`config.mk`:
```
export PLATFORM = sky130hd
export DESIGN_NAME = lcd_scanline_mode_sequencer
export DESIGN_NICKNAME = d
export VERILOG_FILES = /design/src/rtl/core/lcd_sms_pkg.sv /design/src/rtl/core/lcd_sms_front.sv /design/src/rtl/core/lcd_sms_queue.sv /design/src/rtl/core/lcd_sms_back.sv /design/src/rtl/core/lcd_scanline_mode_sequencer.sv
export VERILOG_INCLUDE_DIRS = /design/src /design/src/rtl/core
export SDC_FILE = /design/constraint.sdc
export NUM_CORES = 1
export LEC_CHECK = 0
export BUFFER_PORTS_ARGS = -buffer_cell sky130_fd_sc_hd__buf_4
export CORE_MARGIN = 2
export CORE_UTILIZATION = 54
export DETAILED_ROUTE_END_ITERATION = 16
export GPL_TIMING_DRIVEN = 1
export PLACE_DENSITY = 0.76
export SYNTH_ARGS = -nofsm -noshare
export SYNTH_HDL_FRONTEND = slang
export SYNTH_SLANG_ARGS = --single-unit
```
`constraint.sdc`:
```
create_clock -name clk -period 4.8 [get_ports clk]
set_input_delay 0.96 -clock clk [delete_from_list [all_inputs] [get_ports clk]]
set_output_delay 0.96 -clock clk [all_outputs]
set_load 0.05 [all_outputs]
```
`src/rtl/core/lcd_scanline_mode_sequencer_defines.svh`:
```
// Assertion macros for the scanline sequencer RTL.
// Depends on nothing; users must have clk and arst_n in scope.
`ifndef LCD_SCANLINE_MODE_SEQUENCER_DEFINES_SVH
`define LCD_SCANLINE_MODE_SEQUENCER_DEFINES_SVH

// Property checked on every rising clock edge outside reset.
`define LSMS_ASSERT(name, prop) \
	name: assert property (@(posedge clk) disable iff (!arst_n) prop) \
		else $error("lcd_sms: assertion failed");

// Condition that must never hold outside reset.
`define LSMS_NEVER(name, cond) \
	`LSMS_ASSERT(name, !(cond))

`endif

```
`src/rtl/core/lcd_sms_pkg.sv`:
```
// Shared types and constants of the LCD scanline mode sequencer.
// Used by the front, queue and back modules; depends on nothing.
package lcd_sms_pkg;

	localparam logic [7:0] LINES_PER_FRAME = 8'd154;
	localparam logic [7:0] VISIBLE_LINES   = 8'd144;
	localparam logic [7:0] LINE_RESET      = 8'd153;

	localparam int QDEPTH = 4;
	localparam int QPTR_W = $clog2(QDEPTH);
	localparam int QCNT_W = $clog2(QDEPTH + 1);

	// Configuration register indexes
	localparam logic REG_CARTRIDGE_LOADED = 1'b0;
	localparam logic REG_FRAME_SKIP       = 1'b1;

	// Segment length constants
	localparam logic [8:0] CYC_LINE     = 9'd456;
	localparam logic [8:0] CYC_OAM      = 9'd80;
	localparam logic [8:0] CYC_XFER     = 9'd169;
	localparam logic [8:0] CYC_HBLANK   = 9'd207;
	localparam logic [8:0] CYC_VB_START = 9'd72;
	localparam logic [8:0] CYC_REST     = CYC_LINE - CYC_OAM;

	// STAT mode codes
	localparam logic [1:0] MODE_HBLANK = 2'd0;
	localparam logic [1:0] MODE_VBLANK = 2'd1;
	localparam logic [1:0] MODE_OAM    = 2'd2;
	localparam logic [1:0] MODE_XFER   = 2'd3;

	// Frame actions
	localparam logic [1:0] ACT_NONE    = 2'd0;
	localparam logic [1:0] ACT_PRESENT = 2'd1;
	localparam logic [1:0] ACT_BLANK   = 2'd2;

	// DMA source regions
	localparam logic [2:0] RGN_ROM0  = 3'd0;
	localparam logic [2:0] RGN_ROMX  = 3'd1;
	localparam logic [2:0] RGN_SRAM  = 3'd2;
	localparam logic [2:0] RGN_WRAM0 = 3'd3;
	localparam logic [2:0] RGN_WRAMX = 3'd4;
	localparam logic [2:0] RGN_NONE  = 3'd5;

	// Line job kinds
	localparam logic [2:0] JOB_OFF      = 3'd0;
	localparam logic [2:0] JOB_VB_START = 3'd1;
	localparam logic [2:0] JOB_LAST     = 3'd2;
	localparam logic [2:0] JOB_VBLANK   = 3'd3;
	localparam logic [2:0] JOB_VISIBLE  = 3'd4;

	typedef struct packed {
		logic [2:0]  kind;
		logic [7:0]  ly;
		logic        coin;
		logic [1:0]  irq0;
		logic [1:0]  action;
		logic        vb_stat_irq;
		logic        hb_stat_irq;
		logic        render;
		logic        dma_valid;
		logic [15:0] dma_src;
		logic [12:0] vram_offset;
		logic [2:0]  dma_region;
	} job_t;

	function automatic logic [2:0] region_of(input logic [15:0] a);
		logic [2:0] r;
		if (a inside {[16'h0000:16'h3fff]})
			r = RGN_ROM0;
		else if (a inside {[16'h4000:16'h7fff]})
			r = RGN_ROMX;
		else if (a inside {[16'ha000:16'hbfff]})
			r = RGN_SRAM;
		else if (a inside {[16'hc000:16'hcfff]})
			r = RGN_WRAM0;
		else if (a inside {[16'hd000:16'hdfff]})
			r = RGN_WRAMX;
		else
			r = RGN_NONE;
		return r;
	endfunction

	function automatic logic [1:0] last_seg(input logic [2:0] kind);
		logic [1:0] n;
		case (kind)
			JOB_VISIBLE:  n = 2'd2;
			JOB_VB_START: n = 2'd1;
			JOB_LAST:     n = 2'd1;
			default:      n = 2'd0;
		endcase
		return n;
	endfunction

endpackage

```
`src/rtl/core/lcd_sms_front.sv`:
```
// Front end: holds the configuration and line/DMA state, classifies each tick
// into a line job. Depends on lcd_sms_pkg.
module lcd_sms_front import lcd_sms_pkg::*; (
	input  logic        clk,
	input  logic        arst_n,
	input  logic        cfg_we,
	input  logic        cfg_index,
	input  logic [3:0]  cfg_wdata,
	input  logic        accept,
	input  logic        lcd_on,
	input  logic [3:0]  stat_enables,
	input  logic [7:0]  lyc,
	input  logic        render_masked,
	input  logic        hdma_arm,
	input  logic [15:0] hdma_src_start,
	input  logic [15:0] hdma_dest_start,
	input  logic [7:0]  hdma_blocks,
	output logic        job_push,
	output job_t        job
);

	logic        cart_q;
	logic [3:0]  skip_q;
	logic [7:0]  lc_q;
	logic [3:0]  fsp_q;
	logic [7:0]  lwo_q;
	logic        dma_active_q;
	logic        dma_first_q;
	logic [15:0] dma_src_q;
	logic [15:0] dma_dst_q;
	logic [7:0]  dma_left_q;
	logic [2:0]  dma_region_q;

	logic        a_active, a_first;
	logic [15:0] a_src, a_dest;
	logic [7:0]  a_left;
	logic [7:0]  lwo_inc;
	logic        off_wrap;
	logic [8:0]  sum9, ly9;
	logic [7:0]  ly;
	logic        tick_due, tick_now;
	logic [3:0]  fsp_next;
	logic        visible, dma_step;
	logic [2:0]  region_now;
	logic [7:0]  left_dec;

	always_ff @(posedge clk or negedge arst_n) begin
		if (!arst_n) begin
			cart_q <= 1'b0;
			skip_q <= '0;
		end else if (cfg_we) begin
			case (cfg_index)
				REG_CARTRIDGE_LOADED: cart_q <= cfg_wdata[0];
				REG_FRAME_SKIP:       skip_q <= cfg_wdata;
				default:              ;
			endcase
		end
	end

	// An arm request takes effect before the line itself is processed.
	assign a_active = hdma_arm ? 1'b1 : dma_active_q;
	assign a_first  = hdma_arm ? 1'b1 : dma_first_q;
	assign a_src    = hdma_arm ? hdma_src_start : dma_src_q;
	assign a_dest   = hdma_arm ? hdma_dest_start : dma_dst_q;
	assign a_left   = hdma_arm ? hdma_blocks : dma_left_q;

	assign lwo_inc  = lwo_q + 8'd1;
	assign off_wrap = lwo_inc >= LINES_PER_FRAME;

	// The counter never exceeds 255, so one subtraction finishes the wrap.
	assign sum9 = {1'b0, lc_q} + 9'd1;
	assign ly9  = (sum9 >= {1'b0, LINES_PER_FRAME}) ? sum9 - {1'b0, LINES_PER_FRAME} : sum9;
	assign ly   = ly9[7:0];

	assign tick_due = lcd_on ? (ly == 8'd0) : off_wrap;
	assign tick_now = fsp_q >= skip_q;
	assign fsp_next = !tick_due ? fsp_q : (tick_now ? 4'd0 : fsp_q + 4'd1);

	assign visible    = ly < VISIBLE_LINES;
	assign dma_step   = lcd_on && visible && a_active;
	assign region_now = a_first ? region_of(a_src) : dma_region_q;
	assign left_dec   = a_left - 8'd1;

	always_ff @(posedge clk or negedge arst_n) begin
		if (!arst_n) begin
			lc_q         <= LINE_RESET;
			fsp_q        <= '0;
			lwo_q        <= '0;
			dma_active_q <= 1'b0;
			dma_first_q  <= 1'b0;
			dma_src_q    <= '0;
			dma_dst_q    <= '0;
			dma_left_q   <= '0;
			dma_region_q <= '0;
		end else if (accept && cart_q) begin
			fsp_q <= fsp_next;
			if (lcd_on) begin
				lc_q <= ly;
			end else begin
				lc_q  <= 8'd0;
				lwo_q <= off_wrap ? 8'd0 : lwo_inc;
			end
			if (dma_step) begin
				dma_active_q <= left_dec != 8'd0;
				dma_first_q  <= 1'b0;
				dma_src_q    <= (a_src + 16'd16) & 16'hfff0;
				dma_dst_q    <= (a_dest + 16'd16) & 16'hfff0;
				dma_left_q   <= left_dec;
				dma_region_q <= region_now;
			end else begin
				dma_active_q <= a_active;
				dma_first_q  <= a_first;
				dma_src_q    <= a_src;
				dma_dst_q    <= a_dest;
				dma_left_q   <= a_left;
			end
		end
	end

	assign job_push = accept && cart_q;

	always_comb begin
		job = '0;
		if (!lcd_on) begin
			job.kind   = JOB_OFF;
			job.action = (off_wrap && tick_now) ? ACT_BLANK : ACT_NONE;
		end else begin
			job.ly      = ly;
			job.coin    = lyc == ly;
			job.irq0[1] = (job.coin && stat_enables[3]) || (visible && stat_enables[2]);
			job.action  = ((ly == 8'd0) && tick_now) ? ACT_PRESENT : ACT_NONE;
			job.vb_stat_irq = stat_enables[1];
			job.hb_stat_irq = stat_enables[0];
			if (visible) begin
				job.kind        = JOB_VISIBLE;
				job.render      = (fsp_next >= skip_q) && !render_masked;
				job.dma_valid   = dma_step;
				job.dma_src     = dma_step ? a_src : 16'd0;
				job.vram_offset = dma_step ? (a_dest[12:0] & 13'h1ff0) : 13'd0;
				job.dma_region  = dma_step ? region_now : 3'd0;
			end else if (ly == VISIBLE_LINES) begin
				job.kind = JOB_VB_START;
			end else if (ly == LINES_PER_FRAME - 8'd1) begin
				job.kind = JOB_LAST;
			end else begin
				job.kind = JOB_VBLANK;
			end
		end
	end

endmodule

```
`src/rtl/core/lcd_sms_queue.sv`:
```
// Short job queue between the front and back ends, held in flip-flops.
// Depends on lcd_sms_pkg.
module lcd_sms_queue import lcd_sms_pkg::*; (
	input  logic clk,
	input  logic arst_n,
	input  logic push,
	input  job_t push_job,
	input  logic pop,
	output job_t head,
	output logic q_empty,
	output logic q_full
);

	job_t              mem_q [QDEPTH];
	logic [QPTR_W-1:0] wr_q, rd_q;
	logic [QCNT_W-1:0] cnt_q;
	logic              do_push, do_pop;

	assign q_empty = cnt_q == '0;
	assign q_full  = cnt_q == QCNT_W'(QDEPTH);
	assign do_push = push && !q_full;
	assign do_pop  = pop && !q_empty;
	assign head    = mem_q[rd_q];

	always_ff @(posedge clk) begin
		if (do_push)
			mem_q[wr_q] <= push_job;
	end

	always_ff @(posedge clk or negedge arst_n) begin
		if (!arst_n) begin
			wr_q  <= '0;
			rd_q  <= '0;
			cnt_q <= '0;
		end else begin
			if (do_push)
				wr_q <= wr_q + QPTR_W'(1);
			if (do_pop)
				rd_q <= rd_q + QPTR_W'(1);
			if (do_push && !do_pop)
				cnt_q <= cnt_q + QCNT_W'(1);
			else if (do_pop && !do_push)
				cnt_q <= cnt_q - QCNT_W'(1);
		end
	end

endmodule

```
`src/rtl/core/lcd_sms_back.sv`:
```
// Back end: loads a line job's segments into the result register, one per
// cycle while it is popped. Depends on lcd_sms_pkg and the assertion macros.
`include "lcd_scanline_mode_sequencer_defines.svh"
module lcd_sms_back import lcd_sms_pkg::*; (
	input  logic        clk,
	input  logic        arst_n,
	input  job_t        head,
	input  logic        q_empty,
	output logic        q_pop,
	input  logic        pop,
	output logic        empty,
	output logic [7:0]  line_number,
	output logic [2:0]  stat_low,
	output logic [8:0]  cycle_count,
	output logic [1:0]  irq_mask,
	output logic        render_line,
	output logic [1:0]  frame_action,
	output logic        dma_valid,
	output logic [15:0] dma_src,
	output logic [12:0] vram_offset,
	output logic [2:0]  dma_region,
	output logic        last_segment
);

	logic        out_valid_q;
	logic [1:0]  seg_q;
	logic [7:0]  line_q;
	logic [2:0]  stat_q;
	logic [8:0]  cyc_q;
	logic [1:0]  irq_q;
	logic        render_q;
	logic [1:0]  action_q;
	logic        dv_q;
	logic [15:0] src_q;
	logic [12:0] dest_q;
	logic [2:0]  region_q;
	logic        last_q;

	logic        out_load, is_last;
	logic [7:0]  n_line;
	logic [2:0]  n_stat;
	logic [8:0]  n_cyc;
	logic [1:0]  n_irq;
	logic        n_render;
	logic [1:0]  n_action;
	logic        n_dv;
	logic [15:0] n_src;
	logic [12:0] n_dest;
	logic [2:0]  n_region;

	assign is_last  = seg_q == last_seg(head.kind);
	assign out_load = !q_empty && (!out_valid_q || pop);
	assign q_pop    = out_load && is_last;

	always_comb begin
		n_line   = head.ly;
		n_stat   = {head.coin, MODE_VBLANK};
		n_cyc    = CYC_LINE;
		n_irq    = head.irq0;
		n_render = 1'b0;
		n_action = (seg_q == 2'd0) ? head.action : ACT_NONE;
		n_dv     = 1'b0;
		n_src    = '0;
		n_dest   = '0;
		n_region = '0;
		case (head.kind)
			JOB_OFF: begin
				n_line = 8'd0;
				n_stat = 3'd0;
				n_irq  = 2'd0;
			end
			JOB_VB_START: begin
				if (seg_q == 2'd0) begin
					n_cyc = CYC_VB_START;
				end else begin
					n_cyc = CYC_REST;
					n_irq = {head.vb_stat_irq, 1'b1};
				end
			end
			JOB_LAST: begin
				if (seg_q == 2'd0) begin
					n_cyc = CYC_OAM;
				end else begin
					// The closing segment of the frame already reports line zero.
					n_line = 8'd0;
					n_cyc  = CYC_REST;
					n_irq  = 2'd0;
				end
			end
			JOB_VISIBLE: begin
				case (seg_q)
					2'd0: begin
						n_stat = {head.coin, MODE_OAM};
						n_cyc  = CYC_OAM;
					end
					2'd1: begin
						n_stat = {head.coin, MODE_XFER};
						n_cyc  = CYC_XFER;
						n_irq  = 2'd0;
					end
					default: begin
						n_stat   = {head.coin, MODE_HBLANK};
						n_cyc    = CYC_HBLANK;
						n_irq    = {head.hb_stat_irq && !head.dma_valid, 1'b0};
						n_render = head.render;
						n_dv     = head.dma_valid;
						n_src    = head.dma_src;
						n_dest   = head.vram_offset;
						n_region = head.dma_region;
					end
				endcase
			end
			default: ;
		endcase
	end

	always_ff @(posedge clk or negedge arst_n) begin
		if (!arst_n) begin
			out_valid_q <= 1'b0;
			seg_q       <= '0;
		end else begin
			if (out_load)
				out_valid_q <= 1'b1;
			else if (pop)
				out_valid_q <= 1'b0;
			if (out_load)
				seg_q <= is_last ? 2'd0 : seg_q + 2'd1;
		end
	end

	always_ff @(posedge clk) begin
		if (out_load) begin
			line_q   <= n_line;
			stat_q   <= n_stat;
			cyc_q    <= n_cyc;
			irq_q    <= n_irq;
			render_q <= n_render;
			action_q <= n_action;
			dv_q     <= n_dv;
			src_q    <= n_src;
			dest_q   <= n_dest;
			region_q <= n_region;
			last_q   <= is_last;
		end
	end

	assign empty        = !out_valid_q;
	assign line_number  = line_q;
	assign stat_low     = stat_q;
	assign cycle_count  = cyc_q;
	assign irq_mask     = irq_q;
	assign render_line  = render_q;
	assign frame_action = action_q;
	assign dma_valid    = dv_q;
	assign dma_src      = src_q;
	assign vram_offset  = dest_q;
	assign dma_region   = region_q;
	assign last_segment = last_q;

	`LSMS_NEVER(a_seg_range, seg_q == 2'd3)
	`LSMS_ASSERT(a_dma_hb, (out_valid_q && dv_q) |-> (last_q && stat_q[1:0] == MODE_HBLANK && irq_q == '0))
	`LSMS_ASSERT(a_seg_restart, (out_load && is_last) |=> (seg_q == 2'd0))
	`LSMS_ASSERT(a_job_pop, q_pop |-> (seg_q == last_seg(head.kind) && !q_empty))

endmodule

```
`src/rtl/core/lcd_scanline_mode_sequencer.sv`:
```
// With a cartridge loaded, an accepted tick's job is first written into the job queue; its first
// segment is then loaded into the result register, one segment per cycle while it is popped. A tick has
// 1 to 3 segments (visible lines 3, VBlank start and last line 2, others 1), set by the segment expander.
// A four-entry job queue lets ticks be accepted while earlier segments are still pending.
// Reset (arst_n low) clears the configuration, the queue and the result valid flag and sets
// the line counter to 153; no clearing pass is needed.
module lcd_scanline_mode_sequencer import lcd_sms_pkg::*; (
	input  logic        clk,
	input  logic        arst_n,
	input  logic        cfg_we,
	input  logic        cfg_index,
	input  logic [3:0]  cfg_wdata,
	input  logic        push,
	output logic        full,
	input  logic        lcd_on,
	input  logic [3:0]  stat_enables,
	input  logic [7:0]  lyc,
	input  logic        render_masked,
	input  logic        hdma_arm,
	input  logic [15:0] hdma_src_start,
	input  logic [15:0] hdma_dest_start,
	input  logic [7:0]  hdma_blocks,
	input  logic        pop,
	output logic        empty,
	output logic [7:0]  line_number,
	output logic [2:0]  stat_low,
	output logic [8:0]  cycle_count,
	output logic [1:0]  irq_mask,
	output logic        render_line,
	output logic [1:0]  frame_action,
	output logic        dma_valid,
	output logic [15:0] dma_src,
	output logic [12:0] vram_offset,
	output logic [2:0]  dma_region,
	output logic        last_segment
);

	logic accept, job_push, q_pop, q_empty, q_full;
	job_t job, head;

	assign full   = q_full;
	assign accept = push && !q_full;

	lcd_sms_front u_front (
		.clk             (clk),
		.arst_n          (arst_n),
		.cfg_we          (cfg_we),
		.cfg_index       (cfg_index),
		.cfg_wdata       (cfg_wdata),
		.accept          (accept),
		.lcd_on          (lcd_on),
		.stat_enables    (stat_enables),
		.lyc             (lyc),
		.render_masked   (render_masked),
		.hdma_arm        (hdma_arm),
		.hdma_src_start  (hdma_src_start),
		.hdma_dest_start (hdma_dest_start),
		.hdma_blocks     (hdma_blocks),
		.job_push        (job_push),
		.job             (job)
	);

	lcd_sms_queue u_queue (
		.clk      (clk),
		.arst_n   (arst_n),
		.push     (job_push),
		.push_job (job),
		.pop      (q_pop),
		.head     (head),
		.q_empty  (q_empty),
		.q_full   (q_full)
	);

	lcd_sms_back u_back (
		.clk          (clk),
		.arst_n       (arst_n),
		.head         (head),
		.q_empty      (q_empty),
		.q_pop        (q_pop),
		.pop          (pop),
		.empty        (empty),
		.line_number  (line_number),
		.stat_low     (stat_low),
		.cycle_count  (cycle_count),
		.irq_mask     (irq_mask),
		.render_line  (render_line),
		.frame_action (frame_action),
		.dma_valid    (dma_valid),
		.dma_src      (dma_src),
		.vram_offset  (vram_offset),
		.dma_region   (dma_region),
		.last_segment (last_segment)
	);

endmodule
```
# [Yosys cells after proc, flatten, opt, wreduce, memory -nomap -nowiden]
# Memories as Yosys holds them, arrays and structs flattened.
# Index checks and enable logic that the tools add are counted.
[op_classes] addsub=12 mux=55 n_bitwise=3 n_lt_le_gt_ge=15 n_eq_ne=9 reduce_logical=43
[ops] cell="2-to-1 mux 16 bit" count=5
[ops] cell=">= comparator 16 bit, second input constant" count=3
[ops] cell="<= comparator 16 bit, second input constant" count=3
[ops] cell="2-to-1 mux 8 bit" count=6
[ops] cell="2-to-1 mux 36 bit" count=1
[ops] cell="2-to-1 mux 34 bit" count=1
[ops] cell="adder 16 x 5 -> 16 bit, second input constant" count=2
[ops] cell="one-hot mux 8 bit (2 select lines)" count=2
[ops] cell="2-to-1 mux 3 bit" count=10
[ops] cell="one-hot mux 9 bit (3 select lines)" count=1
[ops] cell="logical AND 1 bit" count=21
[ops] cell="2-to-1 mux 9 bit" count=2
[ops] cell="equality test 8 bit, second input constant" count=2
[ops] cell=">= comparator 16 x 1 -> 1 bit, second input constant" count=1
[ops] cell=">= comparator 16 x 15 -> 1 bit, second input constant" count=1
[ops] cell="<= comparator 16 x 14 -> 1 bit, second input constant" count=1
[ops] cell="<= comparator 16 x 15 -> 1 bit, second input constant" count=1
[ops] cell="2-to-1 mux 13 bit" count=1
[ops] cell="2-to-1 mux 1 bit" count=12
[ops] cell="2-to-1 mux 2 bit" count=6
[ops] cell="one-hot mux 2 bit (2 select lines)" count=3
[ops] cell="2-to-1 mux 10 bit" count=1
[ops] cell="adder 8 x 1 -> 9 bit, second input constant" count=1
[ops] cell=">= comparator 9 x 8 -> 1 bit, second input constant" count=1
[ops] cell="other kinds (30)" count=49
[totals] output_inout_bits=61 ramBits=204 mem_count=1 regBits=139 word_cells=165 input_bits=65
[memory_table] memory="u_queue.mem_q" words=4 width=51 read_ports=1 rd_clocked_by_memory_dff=0 write_ports=1 line_no="lcd_sms_queue.sv:14" source="job_t mem_q [QDEPTH];"

# [Longest topological paths before layout]
# Gate-level depths: netlist (run 1).
[depth] word_depth=12 mapped_depth=20

# [Cells and area by module]
# Synthesis (run 1) repeated with hierarchy kept, for this count alone.
[unflattened] cells_unflattened=1176 area_unflattened_um2=16170.5
[by_module_without_submodules] module="lcd_sms_queue" seq_area_each_um2=6421.2 cells_per_inst=308 n_inst=1 area_per_inst_um2=7992.7
[by_module_without_submodules] module="lcd_sms_front" seq_area_each_um2=1581.5 cells_per_inst=685 n_inst=1 area_per_inst_um2=5600.4
[by_module_without_submodules] module="lcd_sms_back" seq_area_each_um2=1816.7 cells_per_inst=182 n_inst=1 area_per_inst_um2=2563.7
[by_module_without_submodules] module="lcd_scanline_mode_sequencer" seq_area_each_um2=0.0 cells_per_inst=1 n_inst=1 area_per_inst_um2=13.8

# [Least setup slack after synthesis (run 1)]
# Ideal clock, no wire load.
[synth_timing] path_kind="input-to-reg" startpoint="input port pop" endpoint="register u_queue.cnt_q[1]" slack_ns=-0.635 path_stages=7 t_required_ns=4.675 arrival_ns=5.310 cell_sequence="inv_1 -> a21oi_1 -> nand2_1 -> ha_1 -> inv_1 -> fa_1 -> mux2_2"
[synth_between] elab_chain_cells=7 word_cells_on_any_way=9
[synth_rtl] element="from (decl)" line_no="lcd_scanline_mode_sequencer.sv:23" source="input logic pop,"
[synth_rtl] element="logical OR 1 bit (*)" line_no="lcd_sms_back.sv:52" source="assign out_load = !q_empty && (!out_valid_q || pop);"
[synth_rtl] element="logical AND 1 bit (*)" line_no="lcd_sms_back.sv:52"
[synth_rtl] element="named net u_back.out_load" line_no="lcd_sms_back.sv:39" source="logic out_load, is_last;"
[synth_rtl] element="logical AND 1 bit (*)" line_no="lcd_sms_back.sv:53" source="assign q_pop = out_load && is_last;"
[synth_rtl] element="logical AND 1 bit (*)" line_no="lcd_sms_queue.sv:22" source="assign do_pop = pop && !q_empty;"
[synth_rtl] element="zero test 1 bit" line_no="lcd_sms_queue.sv:40" source="if (do_push && !do_pop)"
[synth_rtl] element="logical AND 1 bit" line_no="lcd_sms_queue.sv:40"
[synth_rtl] element="2-to-1 mux 3 bit or nonzero test 2 bit (tied branches)"
[synth_rtl] element="to (signal assigned)" line_no="lcd_sms_queue.sv:41" source="cnt_q <= cnt_q + QCNT_W'(1);"
[synth_rtl] element="to (signal assigned)" line_no="lcd_sms_queue.sv:43" source="cnt_q <= cnt_q - QCNT_W'(1);"
[synth_rtl] element="to (decl)" line_no="lcd_sms_queue.sv:16" source="logic [QCNT_W-1:0] cnt_q;"
# The timed path passes the listed nets; every way through them passes the cells marked *.
# A chain may end at the register's enable or synchronous reset.

==> results of run 1 <==
-- registers in the layout, summed over array words and instances, names as in the netlist, 2 cells and up --
register,flops
u_back.irq_mask,2
u_queue.cnt_q,3
u_back.stat_low,3
u_back.dma_src,16
u_front.dma_dst_q,9
u_front.fsp_q,4
u_back.vram_offset,9
u_back.frame_action,2
u_queue.mem_q,188
u_front.dma_left_q,8
u_front.dma_region_q,3
u_back.seg_q,2
u_front.dma_src_q,16
u_back.line_number,8
u_front.lc_q,8
u_front.lwo_q,8
u_back.cycle_count,8
u_front.skip_q,4
u_back.dma_region,3
u_queue.rd_q,2
u_queue.wr_q,2
-- cell usage after synthesis, types with 9 or more instances --
library cell	instances	area, um2
a21oi_1	37	185
and2_1	15	93.8
xor2_1	24	210
nand3_1	34	170
dfrtp_1	69	1730
mux2_2	11	124
ha_1	29	363
clkbuf_1	40	150
nor2b_1	17	106
xnor2_1	27	236
o211ai_1	9	67.6
and3_1	39	244
o31ai_1	9	67.6
nor3_1	24	120
nand4_1	9	56.3
nand2b_1	16	100
a221o_1	9	90.1
nor2_1	75	282
nand2_1	86	323
or3_1	12	75.1
mux4_2	47	1060
inv_1	31	116
mux2i_1	34	340
o21ai_0	34	170
edfxtp_1	242	7270
-- layout make-up --
cell class | instances | area (um2)
fill | 2037 | 10200
sequential | 315 | 9100
multi-input combinational | 725 | 5650
timing repair buffer | 142 | 1070
clock buffer | 38 | 897
tap | 378 | 473
clock inverter | 23 | 194
inverter | 33 | 124
-- layout by cell type (no fill, tap or decap), drive strengths merged, types with 33 or more instances in the layout --
| cell type | instances |
|---|---|
| buf | 142 |
| edfxtp | 242 |
| and3 | 39 |
| mux4 | 47 |
| o21ai | 45 |
| nor2 | 78 |
| inv | 33 |
| nand2 | 88 |
| dfrtp | 69 |
| nand3 | 34 |
| mux2i | 34 |
| a21oi | 38 |
| clkbuf | 38 |
-- cells by family after synthesis --
| family | Yosys count | synth area share |
|---|---|---|
| buffers and inverters | 99 | 0.0282 |
| xor gates and xnor gates | 53 | 0.0324 |
| AOI/OAI and AO/OA | 171 | 0.0782 |
| muxes | 100 | 0.107 |
| and+or+nand+nor | 367 | 0.128 |
| adders and majority gates | 30 | 0.0253 |
| other | 1 | 0.000248 |
| DFF | 315 | 0.601 |
-- power by group through the flow --
stage	Clock, mW	Combinational, mW	Sequential (mW)
4_1_cts	2.58	3.41	3.96
3_5_place_dp	0	3.39	4.01
2_1_floorplan	0	2.01	4.44
3_3_place_gp	0	3.31	3.97
5_1_grt	2.69	3.68	4.02
6_report	2.54	3.38	3.96
-- timing repair --
| action | CTS | global route |
|---|---|---|
| endpoints found under the setup margin | 0 | 3 |
| gates resized for setup | 0 | 1 |
| setup buffers | 0 | 0 |
-- per-stage QoR --
step	cells	instance area, um2
final	1654	17500
after global routing	1654	17500
after CTS	1654	17500
after detailed placement	1593	16400
after global placement	1593	16400
after floorplan	1139	15100
-- worst paths after layout --
path | depth (start not counted) | end | from | slack (ps)
max in group asynchronous | 2 | u_front.lc_q[0]$_DFFE_PN1P_ | arst_n | 3370
worst min-delay path | 1 | u_front.dma_src_q[12]$_DFFE_PN0P_ | arst_n | 480
min in group clk | 2 | u_front.dma_src_q[14]$_DFFE_PN0P_ | u_front.dma_src_q[14]$_DFFE_PN0P_ | 480
worst max-delay path | 17 | u_queue.mem_q[2][33]$_DFFE_PP_ | u_front.lc_q[1]$_DFFE_PN0P_ | 530
worst max register to register | 17 | u_queue.mem_q[2][33]$_DFFE_PP_ | u_front.lc_q[1]$_DFFE_PN0P_ | 530
worst min register to register | 2 | u_front.dma_src_q[14]$_DFFE_PN0P_ | u_front.dma_src_q[14]$_DFFE_PN0P_ | 480
-- per-layer routing --
layer  share of wire  wire [um]
met5               0          0
met4           0.013        418
met3           0.054       1740
met2            0.48      15500
met1            0.45      14600
==> flow_summary_export.csv, run 1 <==
group,metric,value,unit
power_and_ir_drop,net-switching-power,3.44,mW
worst_hold_path,hold_class,"input port to async pin",
routing,vias,9702,
yosys,synth_edf_count,242,
setup_path,crit_family,"compound AO/OA/AOI/OAI gates",
die,die_area,0.0294,mm2
cells_and_area,syn_to_final_growth,15.7,%
cells_and_area,nets,1346,
clocking,clock_latency,500,ps
setup_path,crit_chain,"ha_1, xor2_4, inv_1, ha_1, a21oi_1, a32oi_2, o21ai_2, mux2_1, nand2_2, nor4_4, nor2_2, mux2_1, ha_1, a21o_1, a21o_1, a21oi_1, nor4_2",
clocking,htree_levels,2,
sta,max-slew-margin-rel,0.254,
job,cap_violations,0,
yosys,async_flop_share,0.232,
setup_path,worstSetupPathType,"register to register",
power_and_ir_drop,intPower,6.44,mW
routing,drc,0,
sta,period_minus_slack,4270,ps
sta,rsz0062_at_grt,"false",
clocking,cts_tree,"done",
cells_and_area,final_util,0.632,
outcome,status,"completed",
die,die_y,171,um
power_and_ir_drop,switching_share,0.348,
setup_path,path_buf_inv,1,
cells_and_area,num_antenna_cells,0,
setup_path,worstPathArrival,4500,ps
power_and_ir_drop,seqPwrFrac,0.401,
yosys,synth_area,0.0151,mm2
placed_design,hpwl,21.1,mm
die,ioPinCount,126,
sta,hold_violations,0,
setup_path,path_common_cell,"ha_1",
sta,setup_ws,532,ps
routing,drt-initial-drc-count,703,
power_and_ir_drop,ir_drop,0.000306,V
global_route,met2_usage,0.360,
routing,finalWirelength,32.3,mm
yosys,avgSynthCellArea,13.3,um2
global_route,antenna_found_initial,0,
clocking,root_buffer,"clkbuf_16",
yosys,ys_ff_latch,315,
yosys,synth-main-ff-cell,"edfxtp_1",
sta,period_share,0.889,
die,placeableCoreArea,0.0277,mm2
yosys,ys_warn_count,0,
sta,tns,0,ps
power_and_ir_drop,power,9.88,mW
power_and_ir_drop,power_frac_comb,0.343,
routing,vias_per_cell,5.87,
die,std_cell_rows,61,
clocking,cts_hold_buffers,0,
routing,drt_first_pass_iters,5,
power_and_ir_drop,power.density,564,mW/mm2
setup_path,slowest_stage,"dfrtp_1",
global_route,grt_pass1_vias,9426,
routing,antenna_left,0,
setup_path,cp.required,5030,ps
global_route,gr-usage-met1,0.322,
clocking,clock-sinks,315,
global_route,grt_busiest_layer,"met2",
setup_path,critPathCaptureType,"register",
yosys,netlist_instances,1136,
power_and_ir_drop,p_clk_frac,0.257,
global_route,met3_usage,0.0345,
setup_path,path_max_fanout,9,
sta,setup_viol,0,
placed_design,gp_congestion,0.884,
routing,avgRoutedWirePerCell,19.5,um
sta,tightest_slew,1120,ps
clocking,cts_buffer_depth,3,
power_and_ir_drop,leakagePower,6.64,nW
placed_design,port_buffers,114,
die,fp.dieW,171,um
global_route,grt_max_degree,75,
yosys,ys_seq_area_frac,0.601,
sta,timing.hold.ws,478,ps
sta,final_max_slew_viol_count,0,
global_route,grt-ovfl-total,0,
die,start_util,0.546,
setup_path,start_kind,"register",
cells_and_area,drive_above_1_share,0.231,
global_route,grt_first_pass_wirelength,50.8,mm
global_route,grt_usage,0.222,
clocking,clkSlewWorstSetupHoldPaths,60,ps
clocking,cts_made_buffers,34,
placed_design,place_ws,362,ps
yosys,synth_cell_type_count,84,
sta,fin_worst_skew,14.2,ps
sta,fmax,234,MHz
setup_path,critical-path-max-stage-delay,480,ps
No activity file was read; power rests on OpenSTA's default activity.
==> run 2, diff against run 1 <==
--- a/config.mk
+++ b/config.mk
@@ -6,12 +6,13 @@
 export SDC_FILE = /design/constraint.sdc
 export NUM_CORES = 1
 export LEC_CHECK = 0
-export BUFFER_PORTS_ARGS = -buffer_cell sky130_fd_sc_hd__buf_4
+export BUFFER_PORTS_ARGS = -buffer_cell sky130_fd_sc_hd__buf_2
 export CORE_MARGIN = 2
 export CORE_UTILIZATION = 54
 export DETAILED_ROUTE_END_ITERATION = 16
 export GPL_TIMING_DRIVEN = 1
 export PLACE_DENSITY = 0.76
+export REMOVE_ABC_BUFFERS = 1
 export SYNTH_ARGS = -nofsm -noshare
 export SYNTH_HDL_FRONTEND = slang
 export SYNTH_SLANG_ARGS = --single-unit
==> flow_summary_export.csv, run 2 (synthesis gave the netlist of run 1 again) <==
group,metric,value,unit
placed_design,dpl_cell_area,0.0161,mm2
setup_path,start_kind,"register",
global_route,grt_pass1_vias,9428,
routing,drt-initial-drc-count,732,
cells_and_area,finalInstanceArea,0.0171,mm2
die,std_cell_rows,61,
cells_and_area,final_util,0.617,
routing,drt_first_pass_iters,5,
outcome,status,"completed",
sta,fmax,231,MHz
global_route,grt_first_pass_wirelength,50.4,mm
global_route,grt-ovfl-total,0,
cells_and_area,drive_above_1_share,0.230,
die,fp.dieW,171,um
setup_path,path_max_fanout,9,
power_and_ir_drop,leakagePower,6.49,nW
die,start_util,0.546,
sta,hold_violations,0,
power_and_ir_drop,power,9.44,mW
setup_path,worstPathArrival,4610,ps
worst_hold_path,hold_class,"input port to async pin",
routing,finalWirelength,31.6,mm
setup_path,worstSetupPathType,"register to register",
global_route,grt_max_degree,76,
clocking,cts_made_buffers,31,
clocking,cts_buffer_depth,3,
die,placeableCoreArea,0.0277,mm2
routing,vias,9593,
sta,period_share,0.902,
clocking,htree_levels,1,
sta,max-slew-margin-rel,0.238,
cells_and_area,layout.cells.most_common_list,"edfxtp_1, buf_2, nand2_1",
cells_and_area,largest_register,"u_queue.mem_q",
clocking,cts_tree,"done",
sta,tightest_slew,1140,ps
power_and_ir_drop,ir_drop,0.000347,V
sta,final_max_slew_viol_count,0,
sta,fin_worst_skew,10.0,ps
global_route,grt_usage,0.221,
job,cap_violations,0,
clocking,cts_hold_buffers,0,
cells_and_area,nets,1344,
die,die_area,0.0294,mm2
cells_and_area,fillCellCount,2069,
clocking,post_cts_resized,0,
setup_path,ff2ff_setup_slack,470,ps
global_route,antenna_found_initial,4,
sta,setup_viol,0,
setup_path,cp.required,5080,ps
clocking,clock_latency,550,ps
placed_design,hpwl,21.2,mm
cells_and_area,multi_input_area,0.00564,mm2
cells_and_area,largest_register_ffs,188,
die,ioPinCount,126,
cells_and_area,seqCellArea,0.00910,mm2
die,die_y,171,um
routing,drc,0,
power_and_ir_drop,power.density,552,mW/mm2
placed_design,port_buffers,114,
routing,vias_per_cell,5.80,
routing,avgRoutedWirePerCell,19.1,um
routing,antenna_left,0,
setup_path,ff2ff_path_depth,17,
cells_and_area,final_common_cell,"edfxtp_1",
clocking,post_cts_buffers,0,
clocking,root_buffer,"clkbuf_16",
sta,rsz0062_at_grt,"false",
sta,period_minus_slack,4330,ps
setup_path,critPathCaptureType,"register",
clocking,clkSlewWorstSetupHoldPaths,70,ps
cells_and_area,syn_to_final_growth,12.9,%
placed_design,gp_congestion,0.881,
clocking,clock-sinks,315,
run 2: cell types whose count changed in the layout (fill, tap and decap cells not counted), sizes merged:
cell and change:
diode +4, clkinv -3, buf +1, bufinv -3, inv +1
run 2: cell type report:
class                   count  share of cell area
clock inverters            18             0.00623
flip-flops and latches    315               0.533
diodes                      4            0.000586
clock buffers              38              0.0487
well taps                 378              0.0277
multi-input cells         725               0.330
inverters                  33             0.00725
repair buffers            143              0.0464
run 2: final timing paths:
path	start	end
min	arst_n	u_front.skip_q[2]$_DFFE_PN0P_
max reg2reg	u_front.lc_q[1]$_DFFE_PN0P_	u_queue.mem_q[2][33]$_DFFE_PP_
max in group asynchronous	arst_n	u_front.dma_src_q[6]$_DFFE_PN0P_
min in group clk	u_front.dma_src_q[4]$_DFFE_PN0P_	u_front.dma_src_q[4]$_DFFE_PN0P_
min reg2reg	u_front.dma_src_q[4]$_DFFE_PN0P_	u_front.dma_src_q[4]$_DFFE_PN0P_
max	u_front.lc_q[1]$_DFFE_PN0P_	u_queue.mem_q[2][33]$_DFFE_PP_
run 2: metrics by stage:
| step | setup WS, ps | setup TNS, ps | hold WS [ps] | instances |
|---|---|---|---|---|
| after floorplan | -635 | -1240 | 442 | 1073 |
| after global placement | 552 | 0 | 453 | 1594 |
| after detailed placement | 472 | 0 | 462 | 1594 |
| after CTS | 442 | 0 | 424 | 1650 |
| after global routing | 92.5 | 0 | 443 | 1654 |
| final | 469 | 0 | 420 | 1654 |
run 2: where the power goes:
group	internal [mW]	leakage, nW	switching, mW
Sequential	3.63	3.12	0.347
Clock	1.23	0.461	1.00
Combinational	1.18	2.91	2.04
run 2: worst max-delay path, cell delays in order (launching register included):
cell and delay, ps:
dfrtp_1 490, ha_1 310, xor2_4 210, inv_1 80
ha_1 260, a21oi_1 190, a32oi_2 120, or2_4 270
o211ai_4 270, nand4_1 190, nor4_4 270, nor2_2 100
mux2_1 340, ha_1 270, a21o_1 110, a21o_1 120
a21oi_1 70, nor4_1 380
run 2: layer usage:
layer,wire length (um),vias to the layer above,GRT usage
li1,-,4514,-
met3,1720,60,0.0232
met5,0,-,0
met1,13800,4723,0.314
met4,946,0,0.0752
met2,15200,296,0.361
==> run 3, diff against run 2 <==
--- a/config.mk
+++ b/config.mk
@@ -11,7 +11,7 @@
 export CORE_UTILIZATION = 54
 export DETAILED_ROUTE_END_ITERATION = 16
 export GPL_TIMING_DRIVEN = 1
-export PLACE_DENSITY = 0.76
+export PLACE_DENSITY = 0.77
 export REMOVE_ABC_BUFFERS = 1
 export SYNTH_ARGS = -nofsm -noshare
 export SYNTH_HDL_FRONTEND = slang
==> flow_summary_export.csv, run 3 (synthesis gave the netlist of run 1 again) <==
group,metric,value,unit
setup_path,worstSetupPathType,"register to register",
routing,finalWirelength,33.3,mm
setup_path,worstPathArrival,4620,ps
global_route,grt_first_pass_wirelength,52.1,mm
power_and_ir_drop,power_frac_comb,0.329,
power_and_ir_drop,switching_share,0.354,
routing,avgRoutedWirePerCell,20.1,um
clocking,clkSlewWorstSetupHoldPaths,60,ps
sta,max-slew-margin-rel,0.243,
clocking,cts_tree,"done",
sta,period_share,0.913,
sta,rsz0062_at_grt,"false",
clocking,post_cts_buffers,0,
cells_and_area,syn_to_final_growth,14.1,%
power_and_ir_drop,power,9.88,mW
clocking,cts_buffer_depth,3,
cells_and_area,layout.cells.most_common_list,"edfxtp_1, buf_2, nand2_1",
setup_path,critPathCaptureType,"register",
global_route,grt_max_degree,81,
routing,drc,0,
routing,vias_per_cell,5.88,
clocking,htree_levels,2,
clocking,cts_made_buffers,34,
clocking,post_cts_resized,0,
clocking,clock-sinks,315,
global_route,antenna_found_initial,3,
setup_path,ff2ff_setup_slack,420,ps
power_and_ir_drop,seqPwrFrac,0.404,
sta,final_max_slew_viol_count,0,
global_route,grt-ovfl-total,0,
sta,timing.hold.ws,488,ps
outcome,status,"completed",
clocking,cts_hold_buffers,0,
routing,vias,9737,
power_and_ir_drop,net-switching-power,3.50,mW
setup_path,crit_path_start,"u_front.lc_q[1]$_DFFE_PN0P_",
sta,fmax,228,MHz
sta,fin_worst_skew,21.1,ps
global_route,grt_pass1_vias,9548,
sta,hold_violations,0,
die,die_area,0.0294,mm2
sta,setup_ws,418,ps
placed_design,place_ws,452,ps
job,cap_violations,0,
setup_path,r2r_start,"u_front.lc_q[1]$_DFFE_PN0P_",
cells_and_area,largest_register,"u_queue.mem_q",
cells_and_area,final_common_cell,"edfxtp_1",
setup_path,ff2ff_path_depth,17,
power_and_ir_drop,power.density,572,mW/mm2
routing,antenna_left,0,
power_and_ir_drop,p_clk_frac,0.267,
die,fp.dieW,171,um
setup_path,r2r-end,"u_queue.mem_q[1][33]$_DFFE_PP_",
cells_and_area,largest_register_ffs,188,
clocking,root_buffer,"clkbuf_16",
power_and_ir_drop,leakagePower,6.58,nW
setup_path,path_max_fanout,9,
power_and_ir_drop,intPower,6.38,mW
sta,tns,0,ps
cells_and_area,final_util,0.623,
die,ioPinCount,126,
routing,drt_first_pass_iters,7,
power_and_ir_drop,ir_drop,0.000318,V
placed_design,gp_congestion,0.887,
sta,setup_viol,0,
cells_and_area,nets,1344,
die,placeableCoreArea,0.0277,mm2
placed_design,port_buffers,114,
clocking,clock_latency,520,ps
die,std_cell_rows,61,
routing,drt-initial-drc-count,751,
sta,tightest_slew,1130,ps
cells_and_area,drive_above_1_share,0.234,
global_route,grt_usage,0.229,
placed_design,hpwl,21.6,mm
setup_path,start_kind,"register",
die,die_y,171,um
worst_hold_path,hold_class,"register to register",
setup_path,crit_end,"u_queue.mem_q[1][33]$_DFFE_PP_",
setup_path,cp.required,5040,ps
sta,period_minus_slack,4380,ps
die,start_util,0.546,
run 3: layer usage:
metal	track usage	wire length, um
met1	0.317	14500
met2	0.372	15900
met3	0.0354	1820
met4	0.0847	1090
met5	0	0
run 3: worst min path at each step:
stage,start,cells after the start,slack [ps],end
final,u_front.dma_src_q[14]$_DFFE_PN0P_,2,490,u_front.dma_src_q[14]$_DFFE_PN0P_
after global routing,u_front.dma_src_q[2]$_DFFE_PN0P_,1,520,u_front.dma_src_q[2]$_DFFE_PN0P_
after CTS,u_front.dma_src_q[14]$_DFFE_PN0P_,2,490,u_front.dma_src_q[14]$_DFFE_PN0P_
after detailed placement,u_front.dma_src_q[4]$_DFFE_PN0P_,2,470,u_front.dma_src_q[4]$_DFFE_PN0P_
after global placement,u_front.dma_dst_q[4]$_DFFE_PN0P_,2,450,u_front.dma_dst_q[4]$_DFFE_PN0P_
after floorplan,u_front.dma_dst_q[4]$_DFFE_PN0P_,2,440,u_front.dma_dst_q[4]$_DFFE_PN0P_
run 3: per-stage QoR:
step,cells,instance area [um2]
global placement,1591,16100
floorplan,1073,14800
finish,1657,17300
detailed placement,1591,16100
CTS,1653,17300
global route,1656,17300
run 3: power by group through the flow:
stage               sequential (mW)  combinational, mW  clock [mW]
finish                         3.99               3.25        2.63
global route                   4.06               3.54        2.78
CTS                            3.99               3.27        2.67
detailed placement             4.04               3.24           0
global placement               4.00               3.17           0
floorplan                      4.62               1.78           0
run 3: area by class of cell:
type,instances,area (um2)
clock buffer,46,987
multi-input combinational,725,5640
antenna,4,10.0
fill,2106,10400
clock inverter,16,165
tap,378,473
sequential,315,9100
inverter,33,124
timing repair buffer,140,771
run 3: critical path, cell delays in order (launching register included):
cell and delay (ps):
dfrtp_1 500, ha_1 320, xor2_4 210, inv_1 80, ha_1 260, a21oi_1 190, a32oi_2 120, or2_4 270
o211ai_4 280, nand4_1 190, nor4_4 290, nor2_2 100, mux2_1 340, ha_1 280, a21o_1 110, a21o_1 110
a21oi_1 70, nor4_1 400
